**src/design/brange_pkg.sv**
```systemverilog
// brange_pkg: shared constants, op codes, command struct and word helpers
// for the bitmap range engine. No dependencies.
`default_nettype none
package brange_pkg;

   localparam int NUM_WORDS = 16;
   localparam int WORD_BITS = 64;
   localparam int IDX_W     = $clog2(NUM_WORDS);
   localparam int BIT_W     = $clog2(WORD_BITS);
   localparam int POS_W     = 11;
   localparam int OP_W      = 4;
   localparam int FROM_W    = 10;
   localparam int CNT_W     = BIT_W + 1;

   localparam logic [POS_W-1:0] CAP_BITS = POS_W'(NUM_WORDS * WORD_BITS);
   localparam logic [IDX_W-1:0] LAST_WORD = IDX_W'(NUM_WORDS - 1);

   localparam logic [OP_W-1:0] OP_TEST       = 4'd0;
   localparam logic [OP_W-1:0] OP_SET_RANGE  = 4'd1;
   localparam logic [OP_W-1:0] OP_CLR_RANGE  = 4'd2;
   localparam logic [OP_W-1:0] OP_FLIP_RANGE = 4'd3;
   localparam logic [OP_W-1:0] OP_NEXT_SET   = 4'd4;
   localparam logic [OP_W-1:0] OP_NEXT_CLR   = 4'd5;
   localparam logic [OP_W-1:0] OP_PREV_SET   = 4'd6;
   localparam logic [OP_W-1:0] OP_PREV_CLR   = 4'd7;
   localparam logic [OP_W-1:0] OP_CLEAR_ALL  = 4'd8;
   localparam logic [OP_W-1:0] OP_COUNT      = 4'd9;

   typedef struct packed {
      logic             load;      // latch request, reset accumulators
      logic             step;      // process one word
      logic             capture;   // move result into output register
      logic [IDX_W-1:0] word_idx;
   } cmd_type;

   function automatic logic [BIT_W-1:0] lowest_set(input logic [WORD_BITS-1:0] v);
      logic [BIT_W-1:0] r;
      r = '0;
      for (int i = WORD_BITS - 1; i >= 0; i--) begin
         if (v[i]) r = BIT_W'(i);
      end
      return r;
   endfunction

   function automatic logic [BIT_W-1:0] highest_set(input logic [WORD_BITS-1:0] v);
      logic [BIT_W-1:0] r;
      r = '0;
      for (int i = 0; i < WORD_BITS; i++) begin
         if (v[i]) r = BIT_W'(i);
      end
      return r;
   endfunction

   function automatic logic [CNT_W-1:0] popcount(input logic [WORD_BITS-1:0] v);
      logic [CNT_W-1:0] c;
      c = '0;
      for (int i = 0; i < WORD_BITS; i++) begin
         c = c + CNT_W'(v[i]);
      end
      return c;
   endfunction

endpackage
`default_nettype wire

```
**src/design/brange_ctrl.sv**
```systemverilog
// brange_ctrl: sequencer for the bitmap range engine; walks the word index
// and owns both handshakes. Depends on brange_pkg.
`default_nettype none
module brange_ctrl (
   input  wire logic               clock,
   input  wire logic               reset,
   input  wire logic               req_valid,
   output logic                    req_stall,
   output logic                    rsp_valid,
   input  wire logic               rsp_stall,
   output brange_pkg::cmd_type     cmd
);

   localparam logic [1:0] S_IDLE = 2'd0;
   localparam logic [1:0] S_SCAN = 2'd1;
   localparam logic [1:0] S_DONE = 2'd2;

   logic [1:0]                  state_ff, state_in;
   logic [brange_pkg::IDX_W-1:0] idx_ff, idx_in;
   logic                        valid_ff, valid_in;
   logic                        out_free;

   assign req_stall = (state_ff != S_IDLE);
   assign rsp_valid = valid_ff;
   assign out_free  = !valid_ff || !rsp_stall;

   always_comb begin
      state_in     = state_ff;
      idx_in       = idx_ff;
      cmd.load     = 1'b0;
      cmd.step     = 1'b0;
      cmd.capture  = 1'b0;
      cmd.word_idx = idx_ff;
      case (state_ff)
         S_IDLE: begin
            if (req_valid) begin
               cmd.load = 1'b1;
               idx_in   = '0;
               state_in = S_SCAN;
            end
         end
         S_SCAN: begin
            cmd.step = 1'b1;
            idx_in   = idx_ff + 1'b1;
            if (idx_ff == brange_pkg::LAST_WORD) state_in = S_DONE;
         end
         S_DONE: begin
            if (out_free) begin
               cmd.capture = 1'b1;
               state_in    = S_IDLE;
            end
         end
         default: state_in = S_IDLE;
      endcase
   end

   always_comb begin
      valid_in = valid_ff;
      if (cmd.capture) valid_in = 1'b1;
      else if (valid_ff && !rsp_stall) valid_in = 1'b0;
   end

   always_ff @(posedge clock) begin
      if (reset) begin
         state_ff <= S_IDLE;
         idx_ff   <= '0;
         valid_ff <= 1'b0;
      end else begin
         state_ff <= state_in;
         idx_ff   <= idx_in;
         valid_ff <= valid_in;
      end
   end

endmodule
`default_nettype wire

```
**src/design/brange_dp.sv**
```systemverilog
// brange_dp: word store, per-word modify/search/count unit, accumulators and
// result register of the bitmap range engine. Depends on brange_pkg.
`default_nettype none
module brange_dp (
   input  wire logic                              clock,
   input  wire logic                              reset,
   input  wire brange_pkg::cmd_type               cmd,
   input  wire logic [brange_pkg::OP_W-1:0]       req_op,
   input  wire logic [brange_pkg::FROM_W-1:0]     req_from_index,
   input  wire logic [brange_pkg::POS_W-1:0]      req_to_index,
   output logic                                   rsp_bit_value,
   output logic                                   rsp_found,
   output logic [brange_pkg::POS_W-1:0]           rsp_position,
   output logic [brange_pkg::POS_W-1:0]           rsp_count,
   output logic [brange_pkg::POS_W-1:0]           rsp_bit_length,
   output logic                                   rsp_empty_res,
   output logic                                   rsp_error
);

   localparam int W = brange_pkg::WORD_BITS;
   localparam int B = brange_pkg::BIT_W;
   localparam int P = brange_pkg::POS_W;

   logic [W-1:0] words_ff [brange_pkg::NUM_WORDS];

   // request copy
   logic [brange_pkg::OP_W-1:0]   op_ff;
   logic [brange_pkg::FROM_W-1:0] from_ff;
   logic [P-1:0]                  to_ff;
   logic                          err_ff, err_in;

   // accumulators
   logic         bitv_ff, found_ff;
   logic [P-1:0] pos_ff, cnt_ff, blen_ff;

   // result register
   logic         o_bitv_ff, o_found_ff, o_err_ff;
   logic [P-1:0] o_pos_ff, o_cnt_ff, o_blen_ff;

   logic [brange_pkg::IDX_W-1:0] idx;
   logic [W-1:0] word_q, word_new, ge_mask, le_mask, lt_mask, rmask, tgt;
   logic [W-1:0] cand_next, cand_prev;
   logic [P-1:0] to_c;
   logic [brange_pkg::IDX_W:0] to_word;
   logic [brange_pkg::IDX_W-1:0] from_word;
   logic         is_range, do_mod, is_next, is_prev;

   assign idx       = cmd.word_idx;
   assign word_q    = words_ff[idx];
   assign from_word = from_ff[brange_pkg::FROM_W-1:B];
   assign to_c      = (to_ff > brange_pkg::CAP_BITS) ? brange_pkg::CAP_BITS : to_ff;
   assign to_word   = to_c[P-1:B];
   assign is_range  = (op_ff == brange_pkg::OP_SET_RANGE) || (op_ff == brange_pkg::OP_CLR_RANGE)
                   || (op_ff == brange_pkg::OP_FLIP_RANGE);
   assign do_mod    = is_range && !err_ff;
   assign is_next   = (op_ff == brange_pkg::OP_NEXT_SET) || (op_ff == brange_pkg::OP_NEXT_CLR);
   assign is_prev   = (op_ff == brange_pkg::OP_PREV_SET) || (op_ff == brange_pkg::OP_PREV_CLR);

   // per-word masks against the request indexes
   always_comb begin
      if (idx > from_word)       ge_mask = '1;
      else if (idx == from_word) ge_mask = '1 << from_ff[B-1:0];
      else                       ge_mask = '0;
      if (idx < from_word)       le_mask = '1;
      else if (idx == from_word) le_mask = '1 >> (B'(W - 1) - from_ff[B-1:0]);
      else                       le_mask = '0;
      if ({1'b0, idx} < to_word)       lt_mask = '1;
      else if ({1'b0, idx} == to_word) lt_mask = ~('1 << to_c[B-1:0]);
      else                             lt_mask = '0;
      rmask = ge_mask & lt_mask;
   end

   always_comb begin
      word_new = word_q;
      case (op_ff)
         brange_pkg::OP_SET_RANGE:  if (do_mod) word_new = word_q | rmask;
         brange_pkg::OP_CLR_RANGE:  if (do_mod) word_new = word_q & ~rmask;
         brange_pkg::OP_FLIP_RANGE: if (do_mod) word_new = word_q ^ rmask;
         brange_pkg::OP_CLEAR_ALL:  word_new = '0;
         default:                   word_new = word_q;
      endcase
   end

   assign tgt = ((op_ff == brange_pkg::OP_NEXT_SET) || (op_ff == brange_pkg::OP_PREV_SET))
              ? word_q : ~word_q;
   assign cand_next = tgt & ge_mask;
   assign cand_prev = tgt & le_mask;

   assign err_in = ((req_op == brange_pkg::OP_SET_RANGE) || (req_op == brange_pkg::OP_CLR_RANGE)
                 || (req_op == brange_pkg::OP_FLIP_RANGE)) && (req_to_index < P'(req_from_index));

   always_ff @(posedge clock) begin
      if (reset) begin
         for (int i = 0; i < brange_pkg::NUM_WORDS; i++) words_ff[i] <= '0;
      end else if (cmd.step) begin
         words_ff[idx] <= word_new;
      end
   end

   always_ff @(posedge clock) begin
      if (cmd.load) begin
         op_ff    <= req_op;
         from_ff  <= req_from_index;
         to_ff    <= req_to_index;
         err_ff   <= err_in;
         bitv_ff  <= 1'b0;
         found_ff <= 1'b0;
         pos_ff   <= '0;
         cnt_ff   <= '0;
         blen_ff  <= '0;
      end else if (cmd.step) begin
         if ((op_ff == brange_pkg::OP_TEST) && (idx == from_word))
            bitv_ff <= word_q[from_ff[B-1:0]];
         if (is_next && !found_ff && (cand_next != '0)) begin
            found_ff <= 1'b1;
            pos_ff   <= P'({idx, brange_pkg::lowest_set(cand_next)});
         end
         if (is_prev && (cand_prev != '0)) begin
            found_ff <= 1'b1;
            pos_ff   <= P'({idx, brange_pkg::highest_set(cand_prev)});
         end
         cnt_ff <= cnt_ff + P'(brange_pkg::popcount(word_new));
         if (word_new != '0)
            blen_ff <= P'({idx, brange_pkg::highest_set(word_new)}) + P'(1);
      end
   end

   // result register; next-clear always succeeds, at capacity if need be
   always_ff @(posedge clock) begin
      if (cmd.capture) begin
         o_bitv_ff <= (op_ff == brange_pkg::OP_TEST) ? bitv_ff : 1'b0;
         o_err_ff  <= err_ff;
         o_cnt_ff  <= (op_ff == brange_pkg::OP_COUNT) ? cnt_ff : '0;
         o_blen_ff <= blen_ff;
         if ((op_ff == brange_pkg::OP_NEXT_CLR) && !found_ff) begin
            o_found_ff <= 1'b1;
            o_pos_ff   <= brange_pkg::CAP_BITS;
         end else begin
            o_found_ff <= found_ff;
            o_pos_ff   <= pos_ff;
         end
      end
   end

   assign rsp_bit_value  = o_bitv_ff;
   assign rsp_found      = o_found_ff;
   assign rsp_position   = o_pos_ff;
   assign rsp_count      = o_cnt_ff;
   assign rsp_bit_length = o_blen_ff;
   assign rsp_empty_res  = (o_blen_ff == '0);
   assign rsp_error      = o_err_ff;

endmodule
`default_nettype wire

```
**src/design/bitmap_range_engine.sv**
```systemverilog
// From the accepting edge the sequencer steps through the 16 words, then it
// captures, raising rsp_valid and returning to idle in that same cycle. No new
// transaction is taken before then, as the single word-wide modify/search/count
// unit serves every step. A stalled result holds the next one in capture.
// The result register holds a finished transaction while the next is taken.
// Reset (synchronous, active high) clears all 1024 map bits and the control.
// bitmap_range_engine: top level; depends on brange_pkg, brange_ctrl, brange_dp.
`default_nettype none
module bitmap_range_engine (
   input  wire logic         clock,
   input  wire logic         reset,
   input  wire logic         req_valid,
   output logic              req_stall,
   input  wire logic [3:0]   req_op,
   input  wire logic [9:0]   req_from_index,
   input  wire logic [10:0]  req_to_index,
   output logic              rsp_valid,
   input  wire logic         rsp_stall,
   output logic              rsp_bit_value,
   output logic              rsp_found,
   output logic [10:0]       rsp_position,
   output logic [10:0]       rsp_count,
   output logic [10:0]       rsp_bit_length,
   output logic              rsp_empty_res,
   output logic              rsp_error
);

   // command bundle from sequencer to datapath
   brange_pkg::cmd_type cmd;

   // sequencer: accepts one transaction, sweeps words 0..15, then captures
   brange_ctrl u_ctrl (
      .clock     (clock),
      .reset     (reset),
      .req_valid (req_valid),
      .req_stall (req_stall),
      .rsp_valid (rsp_valid),
      .rsp_stall (rsp_stall),
      .cmd       (cmd)
   );

   // datapath: each word step modifies, searches, counts and tracks length
   brange_dp u_dp (
      .clock          (clock),
      .reset          (reset),
      .cmd            (cmd),
      .req_op         (req_op),
      .req_from_index (req_from_index),
      .req_to_index   (req_to_index),
      .rsp_bit_value  (rsp_bit_value),
      .rsp_found      (rsp_found),
      .rsp_position   (rsp_position),
      .rsp_count      (rsp_count),
      .rsp_bit_length (rsp_bit_length),
      .rsp_empty_res  (rsp_empty_res),
      .rsp_error      (rsp_error)
   );

endmodule
`default_nettype wire

```
**config.mk**
```make
export PLATFORM = sky130hd
export DESIGN_NAME = bitmap_range_engine
export DESIGN_NICKNAME = d
export VERILOG_FILES = /design/src/design/brange_pkg.sv /design/src/design/brange_ctrl.sv /design/src/design/brange_dp.sv /design/src/design/bitmap_range_engine.sv
export SDC_FILE = /design/constraint.sdc
export NUM_CORES = 2
export LEC_CHECK = 0
export BUFFER_PORTS_ARGS = -buffer_cell sky130_fd_sc_hd__buf_2
export CAP_MARGIN = 25
export CORE_MARGIN = 5
export CORE_UTILIZATION = 35
export CTS_BUF_LIST = sky130_fd_sc_hd__clkbuf_4 sky130_fd_sc_hd__clkbuf_8
export DETAILED_ROUTE_END_ITERATION = 12
export HOLD_SLACK_MARGIN = 0.15
export PLACE_DENSITY_LB_ADDON = 0.1
export SLEW_MARGIN = 20
export SYNTH_ARGS = -nofsm -noshare
export SYNTH_HDL_FRONTEND = slang
export SYNTH_SLANG_ARGS = --single-unit
export TNS_END_PERCENT = 50
```
**constraint.sdc**
```tcl
create_clock -name clock -period 12.25 [get_ports clock]
set_input_delay 1.225 -clock clock [delete_from_list [all_inputs] [get_ports clock]]
set_output_delay 1.225 -clock clock [all_outputs]
set_load 0.03 [all_outputs]
```
==> After elaboration in Yosys (flattened, before gate mapping) <==
Memories as Yosys holds them, arrays and structs flattened. A register that Yosys moved wholly into a read port is not among the register bits.
Cells that the tools add are included.
{ "op_classes": {"n_reduce_logical": 36, "magnitude_cmp": 6, "n_eq_ne": 20, "add_sub_neg": 67, "bitwise_logic": 9, "n_mux": 234, "shifts": 3} }
{ "op_table": {"columns": ["cell", "count"], "rows": [
  ["two-way mux 6 bit", 131],
  ["two-way mux 64 bit", 11],
  ["adder 7 x 1 -> 7 bit", 62],
  ["bitwise AND 64 bit", 4],
  ["one-hot mux 64 bit (4 select lines)", 1],
  ["inverter 64 bit", 3],
  ["nonzero test 64 bit", 3],
  ["two-way mux 5 bit", 32],
  ["left shift 64 x 6 -> 64 bit (first input constant)", 2],
  ["two-way mux 4 bit", 20],
  ["bitwise OR 64 bit", 1],
  ["OR reduction 64 bit", 1],
  ["right shift 64 x 6 -> 64 bit (first input constant)", 1],
  ["XOR 64 bit", 1],
  ["two-way mux 11 bit", 3],
  ["two-way mux 3 bit", 8],
  ["two-way mux 1 bit", 18],
  ["equality test 4 x 2 -> 1 bit (second input constant)", 4],
  ["equality test 4 x 3 -> 1 bit (second input constant)", 4],
  ["two-way mux 2 bit", 7],
  ["equality test 4 bit (second input constant)", 3],
  ["adder 10 x 1 -> 11 bit (second input constant)", 1],
  ["adder 11 x 7 -> 11 bit", 1],
  ["greater-than comparator 11 bit (second input constant)", 1],
  ["other kinds (27)", 52]
]} }
{ "totals": {"in_bits": 29, "mem_count": 1, "register_bits": 104, "ramBits": 1024, "elab_cells": 394, "out_inout_bits": 39} }
{ "mem_list": {"columns": ["name", "depth", "word_bits", "read_ports", "rd_ports_with_merged_regs", "write_ports", "line_no", "rtl"], "rows": [
  ["u_dp.words_ff", 16, 64, 1, 1, 16, "brange_dp.sv:24", "logic [W-1:0] words_ff [brange_pkg::NUM_WORDS];"]
]} }

==> Depth between registers and ports, before layout <==
{ "logic_depth": {"word_depth": 78, "depth_mapped": 49, "ltp_nobuf": 44} }

==> By module <==
From an unflattened synthesis, not the netlist that was laid out.
{ "hier_totals": {"cells_unflattened": 5365, "area_unflattened_um2": 63188.1} }
{ "modules_own_cells": {"columns": ["module", "instances", "seq_area_each_um2", "area_each_um2", "cells_each"], "rows": [
  ["brange_dp", 1, 33291.9, 62860.3, 5327],
  ["brange_ctrl", 1, 140.1, 327.8, 38]
]} }

==> Worst setup path before layout <==
No wires, ideal clock.
{ "synth_path": {"path_type": "register to register", "from": "register u_dp.to_ff[10]", "to": "register u_dp.cnt_ff[10]", "setup_time_ns": 0.127, "slack_ns": 0.952, "t_arrival_ns": 11.170, "n_path_buf": 5, "synth_period_minus_slack_ns": 11.298, "required_time_ns": 12.123, "path_stages_with_launch": 48, "cell_sequence": "edfxtp_1 clkbuf_1 clkbuf_1 nand2b_1 ha_1 nor2b_1 o21ai_0 nand2b_1 a21oi_1 or2_2 clkbuf_1 a21oi_1 nor2_1 o211ai_1 ha_1 mux2i_1 nor2_1 a2111oi_0 [12 not listed] fa_1 fa_1 fa_1 fa_1 inv_1 fa_1 fa_1 inv_1 fa_1 a21oi_1 o21bai_1 a21o_1 a21oi_1 o21ai_0 and3_1 nand3_1 xor2_1 nor2_1"} }
{ "synth_via": {"elab_cells_between_ends": 81, "cone_classes": "add/sub: 64; order compare: 2; eq/ne: 1; shift: 1; mux: 7; bitwise: 6"} }
{ "synth_lines": {"columns": ["element", "line_no", "rtl"], "rows": [
  ["start: declaration", "brange_dp.sv:29", "logic [P-1:0] to_ff;"],
  ["start signal: assignment", "brange_dp.sv:104", "to_ff <= req_to_index;"],
  ["greater-than comparator 11 bit", "brange_dp.sv:51", "assign to_c = (to_ff > brange_pkg::CAP_BITS) ? brange_pkg::CAP_BITS : to_ff;"],
  ["two-way mux 11 bit (*)", "brange_dp.sv:51", null],
  ["left shift 64 x 6 -> 64 bit", "brange_dp.sv:68", "else if ({1'b0, idx} == to_word) lt_mask = ~('1 << to_c[B-1:0]);"],
  ["inverter 64 bit", "brange_dp.sv:68", null],
  ["two-way mux 64 bit", "brange_dp.sv:68", null],
  ["two-way mux 64 bit (*)", "brange_dp.sv:67", "if ({1'b0, idx} < to_word) lt_mask = '1;"],
  ["bitwise AND 64 bit (*)", "brange_dp.sv:70", "rmask = ge_mask & lt_mask;"],
  ["inverter 64 bit", "brange_dp.sv:77", "brange_pkg::OP_CLR_RANGE: if (do_mod) word_new = word_q & ~rmask;"],
  ["bitwise AND 64 bit", "brange_dp.sv:77", null],
  ["two-way mux 64 bit", "brange_dp.sv:77", null],
  ["one-hot mux 64 bit (4 select lines) (*)", "brange_dp.sv:75", "case (op_ff)"],
  ["net u_dp.word_new[44]", "brange_dp.sv:41", "logic [W-1:0] word_q, word_new, ge_mask, le_mask, lt_mask, rmask, tgt;"],
  ["adder 7 x 1 -> 7 bit (*) (20 in a row)", "brange_pkg.sv:58", "c = c + CNT_W'(v[i]);"],
  ["adder 11 x 7 -> 11 bit (*)", "brange_dp.sv:122", "cnt_ff <= cnt_ff + P'(brange_pkg::popcount(word_new));"],
  ["end signal: assignment", "brange_dp.sv:122", null],
  ["end: declaration", "brange_dp.sv:34", "logic [P-1:0] pos_ff, cnt_ff, blen_ff;"]
]} }
The timed path passes the listed nets; every way through them passes the cells marked *.
A chain may end at the register's enable or synchronous reset.

==> Final worst setup path <==
Ends and elaborated chain as after synthesis.

==> run metrics <==
# setup viols final 0; DRC viols 0; GRT Util Overall 28.0%; Most Frequent Cell on Critical Path fa_1; setup_tns 0 ps; Least-Margin Pin Slew 1110 ps; setup bufs post-CTS 0; post-CTS resize count 0; nets 5658; largest net degree at the start of global routing 108; post-synthesis mux area share 13.0%; CP startpoint kind register; Die Area 188000 sq um; r2r worst-path depth 43; Num Clock Sinks 1131; initial antenna violation count 9; DR iter-0 viols 5482; post-route insts no fill 7914; Hold Path Stages 0; Hold Vio Cnt, Final 0; HP Class register to register; ys async rst share 0%; syn_area_per_cell 11.8 sq um; gp weighted congestion 0.995; share of layout cells above drive strength 1 20.1%; Min Clock Period, post-route 11580 ps; row count 155; Crit path required time 13090 ps; hold path startpoint u_dp.blen_ff[10]$_SDFFE_PP0P_; Layout Utilization 39.6%; # Max-Cap Violations 0; XOR/XNOR share of the synthesized area 1.03%; R2R Path Start u_dp.to_ff[10]$_DFFE_PP_; post-detail-place hpwl 181000 um; synthesized-area fraction occupied by ao, oa, aoi and oai cells 9.86%; crit path launch u_dp.to_ff[10]$_DFFE_PP_; clock transition at the registers of the reported paths 60 ps; die height 433 um; I/O pins 68; critical path type register to register; Worst path slowest cell fa_1; CTS buffer count 194; VDD IR-drop max 1.37 mV; Final period util 94.5%; fmax 86.4 MHz; Area after DPL 66800 sq um; RSZ-0062 raised after global routing false; total wire length 267000 um; pre-CTS setup slack 733 ps; CP max FO 7; clk_skew 48.4 ps; Worst EP arrival 12420 ps; root buffer cell clkbuf_8; Synth Area in Adders 5.23%; drt pass-1 iters 6; pwr dens 237 nW/um^2; Simple-Gate Fraction of Synth Area 12.9%; GRT overflow 0; die extent in x 433 um; CTS H-tree lvls 4; synthesis-to-layout area growth 12.6%; DR vias 47000; Post-Syn Instances 5319; outcome finished, final reports clean; Port Buffers 67; core area 178000 sq um; vias in the first global route 46400; WL/cell 33.8 um; post-synth cell types 103; Hold Buf Count CTS 0; yosys warns 0; sequential area share after synthesis 53.5%; Placed Instances 7555; maximum clock insertion buffer count 3; Worst slew margin 23.9%; Pleak 25.8 nW; Final Instance Area 70600 sq um; syn_nets 5577; count of pins over their slew limit 0; worst skew pair latency 950 ps; total power 16.7 mW; smallest hold slack 431 ps; Post-Syn Area 62700 sq um; Initial Utilization 35.2%; first-pass GRT wire length 371000 um; largest family of logic cells by synthesized area multiplexers; DR vias/cell 5.94; Post-synth EDFFs 1086; Largest stage delay, worst path 570 ps; CTS tree built; Synth Flop Type edfxtp_1; final setup margin 673 ps; number of nets with antenna violations after detailed routing 0; Synth Register Bits 1131; element type at the critical path end register
[state kept, by name (all words and copies together) (netlist names), 2 cells and up, named ones only]
name / flops
u_dp.from_ff: 10
u_dp.rsp_count: 11
u_dp.rsp_bit_length: 11
u_dp.words_ff: 1024
u_ctrl.idx_ff: 4
u_dp.rsp_position: 11
u_dp.cnt_ff: 11
u_ctrl.state_ff: 2
u_dp.pos_ff: 10
u_dp.blen_ff: 11
u_dp.to_ff: 11
u_dp.op_ff: 4
[worst max-delay path, delay by kind of cell, from the launching register on]
kind | cells | cell delay (ps)
AOI/OAI and AO/OA | 11 | 2300
buffers and inverters | 8 | 720
xor gates and xnor gates | 1 | 140
and+or+nand+nor | 9 | 1570
adders and majority gates | 13 | 6200
muxes | 1 | 130
DFF | 1 | 420
[layer usage]
layer	routed length, um	global-route usage, %
met1	116000	39.2
met2	123000	44.5
met5	0	0.781
met3	18400	4.52
met4	9430	9.12
[report_power, final]
| part | internal [mW] | switching [mW] |
|---|---|---|
| clock network | 1.78 | 1.62 |
| registers | 4.42 | 0.0673 |
| logic | 3.55 | 5.28 |
[cell usage after synthesis, drive strengths merged, types with 41 or more instances]
| cell | n | area, sq um |
|---|---|---|
| a21oi | 159 | 800 |
| a221oi | 41 | 372 |
| a22oi | 53 | 398 |
| a31oi | 46 | 288 |
| and2 | 63 | 394 |
| buf | 163 | 902 |
| clkbuf | 305 | 1150 |
| dfxtp | 45 | 901 |
| edfxtp | 1086 | 32600 |
| fa | 55 | 1100 |
| ha | 174 | 2180 |
| inv | 200 | 751 |
| mux2i | 139 | 1420 |
| mux4 | 280 | 6310 |
| nand2 | 208 | 783 |
| nand2b | 47 | 294 |
| nand3 | 85 | 425 |
| nor2 | 1250 | 4700 |
| nor3 | 44 | 220 |
| o211ai | 51 | 383 |
| o21ai | 153 | 777 |
| xnor2 | 66 | 578 |
[final timing paths]
| path | endpoint | slack, ps |
|---|---|---|
| max | u_dp.cnt_ff[10]$_SDFFE_PP0P_ | 670 |
| min reg2reg | u_dp.rsp_bit_length[10]$_DFFE_PP_ | 430 |
| min | u_dp.rsp_bit_length[10]$_DFFE_PP_ | 430 |
| max reg2reg | u_dp.cnt_ff[10]$_SDFFE_PP0P_ | 670 |
[cell families after synthesis]
group	after synthesis
AO/OA/AOI/OAI	871
XOR/XNOR	74
adder cells (fa/ha/maj)	229
buffers and inverters	677
flip-flops	1131
multiplexers	457
AND/OR/NAND/NOR	1880
[placed cells by master (no fill, tap or decap), drive strengths merged, types with 51 or more instances in the layout]
cell type and n:
and2 63, mux2i 139, o211ai 51, clkinv 68, nand2 208, clkbuf 271, nand3 85, buf 351
xnor2 66, mux4 280, o21ai 153, ha 174, fa 55, inv 210, a21oi 159, a22oi 53
nor2 1250, edfxtp 1086
[layout make-up]
| cell class | instances | area, sq um |
|---|---|---|
| Sequential cell | 1131 | 33500 |
| Multi-Input combinational cell | 3511 | 27000 |
| Clock inverter | 76 | 478 |
| Inverter | 209 | 787 |
| Timing Repair Buffer | 353 | 2650 |
| Tap cell | 2355 | 2950 |
| Clock buffer | 269 | 3250 |
| Antenna cell | 10 | 25.0 |
| Fill cell | 17000 | 108000 |
No activity file was read; power rests on OpenSTA's default activity.
